**src/hw/rtl/rycc_pkg.sv**
```systemverilog
package rycc_pkg;

   // Block geometry.
   localparam int BLOCK_SIDE = 8;
   localparam int PIX_COUNT  = BLOCK_SIDE * BLOCK_SIDE;
   localparam int IDX_W      = $clog2(PIX_COUNT);
   localparam int SIDE_W     = $clog2(BLOCK_SIDE);

   // Chroma quads: only the complete 2x2 quads of the block.
   localparam int QSIDE  = BLOCK_SIDE / 2;
   localparam int QCOUNT = QSIDE * QSIDE;
   localparam int QIDX_W = (QCOUNT > 1) ? $clog2(QCOUNT) : 1;
   localparam int QCOL_W = (QSIDE > 1) ? $clog2(QSIDE) : 1;

   // Fixed-point formats.
   localparam int COEF_FRAC_BITS = 16;
   localparam int PIX_W     = 8;
   localparam int Q88_W     = 16;
   localparam int COEF_W    = COEF_FRAC_BITS;
   localparam int PROD_W    = COEF_W + PIX_W;
   localparam int ACC_W     = COEF_FRAC_BITS + 10;
   localparam int OUT_SHIFT = COEF_FRAC_BITS - 8;
   localparam int PAIR_W    = Q88_W + 1;
   localparam int QSUM_W    = Q88_W + 2;

   // Coefficients: floor(c * 2^COEF_FRAC_BITS), c given in millionths.
   localparam logic [63:0] MICRO = 64'd1000000;
   localparam logic [COEF_W-1:0] C_Y_R  = COEF_W'((64'd299000 << COEF_FRAC_BITS) / MICRO);
   localparam logic [COEF_W-1:0] C_Y_G  = COEF_W'((64'd587000 << COEF_FRAC_BITS) / MICRO);
   localparam logic [COEF_W-1:0] C_Y_B  = COEF_W'((64'd114000 << COEF_FRAC_BITS) / MICRO);
   localparam logic [COEF_W-1:0] C_CB_R = COEF_W'((64'd168736 << COEF_FRAC_BITS) / MICRO);
   localparam logic [COEF_W-1:0] C_CB_G = COEF_W'((64'd331264 << COEF_FRAC_BITS) / MICRO);
   localparam logic [COEF_W-1:0] C_HALF = COEF_W'((64'd500000 << COEF_FRAC_BITS) / MICRO);
   localparam logic [COEF_W-1:0] C_CR_G = COEF_W'((64'd418688 << COEF_FRAC_BITS) / MICRO);
   localparam logic [COEF_W-1:0] C_CR_B = COEF_W'((64'd81312 << COEF_FRAC_BITS) / MICRO);
   localparam logic [ACC_W-1:0]  CHROMA_OFFSET = ACC_W'(128) << COEF_FRAC_BITS;

   // Channel payloads.
   typedef struct packed {
      logic [PIX_W-1:0] red;
      logic [PIX_W-1:0] green;
      logic [PIX_W-1:0] blue;
   } req_data_type;

   typedef struct packed {
      logic [Q88_W-1:0] luma;
      logic [Q88_W-1:0] blue_chroma;
      logic [Q88_W-1:0] red_chroma;
      logic             last_of_block;
   } rsp_data_type;

   // One converted pixel as kept in the block store.
   typedef struct packed {
      logic [Q88_W-1:0] luma;
      logic [Q88_W-1:0] cb;
      logic [Q88_W-1:0] cr;
   } pix_entry_type;

   // Controller to datapath.
   typedef struct packed {
      logic fill_en;
      logic emit_en;
   } ctl_cmd_type;

   // Datapath to controller.
   typedef struct packed {
      logic fill_last;
      logic pipe_busy;
      logic emit_done;
   } dp_status_type;

   typedef enum logic [1:0] {
      ST_FILL,
      ST_DRAIN,
      ST_EMIT
   } state_type;

   // Shift a nonnegative sum down to Q8.8 and saturate it to 16 bits.
   function automatic logic [Q88_W-1:0] q88_sat(input logic [ACC_W-1:0] acc);
      logic [ACC_W-1:0] v;
      v = acc >> OUT_SHIFT;
      if (|v[ACC_W-1:Q88_W]) begin
         return {Q88_W{1'b1}};
      end
      return v[Q88_W-1:0];
   endfunction

endpackage

```
**src/hw/rtl/rycc_ctrl.sv**
```systemverilog
module rycc_ctrl (
   input  logic                   clock,
   input  logic                   reset,
   input  logic                   req_valid,
   output logic                   req_stall,
   input  rycc_pkg::dp_status_type status,
   output rycc_pkg::ctl_cmd_type  cmd
);
   import rycc_pkg::*;

   state_type state_ff;
   state_type state_in;

   // Next state: fill the block, let the conversion pipe drain, then emit it.
   always_comb begin
      state_in = state_ff;
      case (state_ff)
         ST_FILL: begin
            if (req_valid && status.fill_last) begin
               state_in = ST_DRAIN;
            end
         end
         ST_DRAIN: begin
            if (!status.pipe_busy) begin
               state_in = ST_EMIT;
            end
         end
         ST_EMIT: begin
            if (status.emit_done) begin
               state_in = ST_FILL;
            end
         end
         default: begin
            state_in = ST_FILL;
         end
      endcase
   end

   // Outputs decoded from the state alone.
   always_comb begin
      cmd       = '0;
      req_stall = 1'b1;
      case (state_ff)
         ST_FILL: begin
            cmd.fill_en = 1'b1;
            req_stall   = 1'b0;
         end
         ST_DRAIN: begin
            req_stall = 1'b1;
         end
         ST_EMIT: begin
            cmd.emit_en = 1'b1;
         end
         default: begin
            req_stall = 1'b1;
         end
      endcase
   end

   always_ff @(posedge clock) begin
      if (reset) begin
         state_ff <= ST_FILL;
      end else begin
         state_ff <= state_in;
      end
   end

endmodule

```
**config.mk**
```make
export PLATFORM = sky130hd
export DESIGN_NAME = rycc_ctrl
export DESIGN_NICKNAME = d
export VERILOG_FILES = /design/src/hw/rtl/rycc_pkg.sv /design/src/hw/rtl/rycc_ctrl.sv
export SDC_FILE = /design/constraint.sdc
export NUM_CORES = 1
export LEC_CHECK = 0
export ABC_AREA = 1
export BUFFER_PORTS_ARGS = -buffer_cell sky130_fd_sc_hd__buf_4
export CAP_MARGIN = 20
export CORE_AREA = 2 2 39 41
export DETAILED_ROUTE_END_ITERATION = 7
export DIE_AREA = 0 0 41 43
export HOLD_SLACK_MARGIN = 0.12
export PLACE_DENSITY = 0.31
export SETUP_SLACK_MARGIN = 0.02
export SYNTH_ARGS = -nofsm -noshare
export SYNTH_HDL_FRONTEND = slang
export SYNTH_SLANG_ARGS = --single-unit
export TNS_END_PERCENT = 5
```
**constraint.sdc**
```tcl
create_clock -name clock -period 0.8 [get_ports clock]
set_input_delay 0 -clock clock [delete_from_list [all_inputs] [get_ports clock]]
set_output_delay 0 -clock clock [all_outputs]
set_load 0.05 [all_outputs]
```
==> impl_metrics.yaml <==
status:
  status: "complete, but fails checks"
  failed_checks: "setup timing"
grt:
  global_route.usage.met1: 0.0382
  gr-usage-met2: 0.0438
  grt_pass1_wl_um: 407
  global_route.peak_usage_layer: "met4"
  first_global_vias: 130
  antenna_found_initial: 0
  grt_max_degree: 6
  grt.total_usage: 0.0410
  met3_usage: 0.0157
  grt-ovfl-total: 0
logic_synthesis:
  synth-warning-count: 0
  post_synth_inst_count: 16
  netlist-cell-type-count: 9
  yosys_register_bits: 2
  synth_top_cells_by_area: "dfxtp_1 37%, inv_1 17%, nand3_1 9.3%"
  post_synth_instance_area_um2: 108
  synth.top_cell.area_share: 0.372
  avgSynthCellArea_um2: 6.73
  syn_nets: 22
  seq_area_frac_synth: 0.372
  cell_accounting_for_the_most_synthesized_area: "dfxtp_1"
drt:
  drtAntennaViolNets: 0
  drtPass1Iterations: 2
  vias: 147
  detail_route.wirelength_um: 326
  drt_iter0_drc: 2
  via_per_inst: 3.06
  avgRoutedWirePerCell_um: 6.79
  remaining_drc_errors: 0
cts:
  clock_tree_root: "clkbuf_4"
  tritoncts.num_buffers: 3
  clk-insertion-delay-late_ns: 0.22
  setup_repair_bufs_after_cts: 0
  cts_sinks: 2
  tritoncts: "done"
  path_clk_slew_ns: 0.03
  cts.path.max_buffers: 2
  h-tree-depth: 1
sta:
  final_number_of_max_transition_violations: 0
  timing.final.ws_setup_ns: -0.0854
  period_minus_slack_ns: 0.885
  fin_worst_skew_ns: 0.00119
  share_of_the_clock_period_used_by_the_worst_path_after_layout: 1.11
  grt_setup_unrepaired: "yes"
  timing.setup.tns_ns: -0.228
  timing_worst_slew_pin_value_ns: 0.147
  setup_violations: 3
  max_freq_mhz: 1130
  timing_hold_violations_final: 0
  worst_slew_margin_rel: 0.903
setup_path:
  worstSetupPathType: "reg -> out"
  critical_path.reg2reg.endpoint: "state_ff[0]$_SDFFE_PP0P_"
  setup.worst_path.end_class: "output port"
  critical_path_arrival_ns: 0.89
  regToRegSetupSlack_ns: 0.09
  r2r.worst_path.cells: 3
  worst_setup_path_start_kind: "register"
  worstReg2RegStart: "state_ff[1]$_SDFFE_PP0P_"
  path_max_fanout: 3
  worst-endpoint-required_ns: 0.80
hold_path:
  worst_hold_startpoint: "reset"
  holdPathStages: 3
  holdPathEnd: "state_ff[0]$_SDFFE_PP0P_"
  tightest_hold_check_type: "in -> reg"
floorplan:
  num_rows: 14
  io_pins: 9
  initial_core_util: 0.0778
  die-height_um: 43
  design.core.area_mm2: 0.00138
  die_area_mm2: 0.00176
  chipWidth_um: 41
place:
  gp_congestion: 0.560
  dp_hpwl_um: 230
  port_buffers: 8
finish:
  largest_register: "state_ff"
  top_regs: "state_ff (2)"
  num_antenna_cells: 0
  synthToLayoutAreaGrowth_pct: 158
  filler_cell_count: 147
  final_core_util: 0.201
  num-nets-final: 40
  layout-drive-gt1-share: 0.531
  number_of_flip_flops_under_the_largest_register_name: 2
power:
  worst_ir_drop_vdd_v: 0.000528
  static-leakage-power_uw: 0.000137
  power-per-cell-area_mw_per_mm2: 1610
job:
  max_cap_violation_count: 0
## area by class of cell
type	count	area, um^2	area share
multi-input combinational	9	56.3	0.203
timing repair buffer	13	118	0.423
tap	16	20.0	0.0721
inverter	5	18.8	0.0676
sequential	2	42.5	0.153
clock buffer	3	22.5	0.0811
## power by group
part	total, uW	leakage [uW]	internal [uW]	switching (uW)
registers	114	0.0000172	106	7.52
clock network	220	0.0000138	165	54.9
logic	114	0.000106	56.6	57.9
total	448	0.000137	328	120
## stage by stage
stage | power [uW] | cells | setup slack, ns | area (um^2) | hold WS [ns]
6_report | 448 | 48 | -0.0854 | 278 | 0.471
3_3_place_gp | 205 | 40 | 0.0345 | 195 | 0.171
5_1_grt | 471 | 48 | -0.124 | 278 | 0.482
2_1_floorplan | 167 | 16 | -0.141 | 115 | 0.0624
4_1_cts | 467 | 48 | -0.0982 | 278 | 0.459
3_5_place_dp | 205 | 40 | 0.0409 | 195 | 0.168
## metal layers
metal / routed length, um / vias up
met3: 43 / 0
met4: 0 / 0
met1: 144 / 58
met5: 0 / -
li1: - / 80
met2: 137 / 9
## logic make-up after synthesis
logic type | count (synthesis) | synth area share
AOI/OAI and AO/OA | 2 | 0.128
buffers and inverters | 5 | 0.174
DFF | 2 | 0.372
and+or+nand+nor | 7 | 0.326
## cells in the final DEF (no fill, tap or decap)
cell           count
nand3_1            2
nor2_4             1
buf_4              6
nand2_1            2
nor2_2             1
buf_6              2
clkbuf_4           3
inv_2              1
dfxtp_2            2
inv_1              4
dlygate4sd3_1      5
a21oi_1            1
nand3b_1           1
a21oi_2            1
## worst max-delay path, cell delays in order, from the launching register on
cell and delay, ns:
dfxtp_2 0.35, inv_2 0.06, nor2_2 0.09, buf_6 0.16
## repair_timing
action | CTS | global route
hold buffers | 5 | 0
gates resized for setup | 5 | 0
endpoints found under the setup margin | 3 | 5
endpoints found under the hold margin | 2 | 0
## worst max path at each step
stage                        startpoint                        to  cells after the start
3_5_place_dp   state_ff[0]$_SDFFE_PP0P_  state_ff[0]$_SDFFE_PP0P_                      2
3_3_place_gp   state_ff[0]$_SDFFE_PP0P_  state_ff[0]$_SDFFE_PP0P_                      2
6_report       state_ff[1]$_SDFFE_PP0P_                    cmd[0]                      3
2_1_floorplan  state_ff[0]$_SDFFE_PP0P_                 req_stall                      2
4_1_cts        state_ff[1]$_SDFFE_PP0P_                    cmd[0]                      3
5_1_grt        state_ff[1]$_SDFFE_PP0P_                 req_stall                      3
## cell usage after synthesis
library cell  n
nor2_2        1
a21oi_1       1
nand3b_1      1
nor2_1        1
dfxtp_1       2
nand3_1       2
inv_1         5
nand2_1       2
a21oi_2       1
No activity file was read; power rests on OpenSTA's default activity.
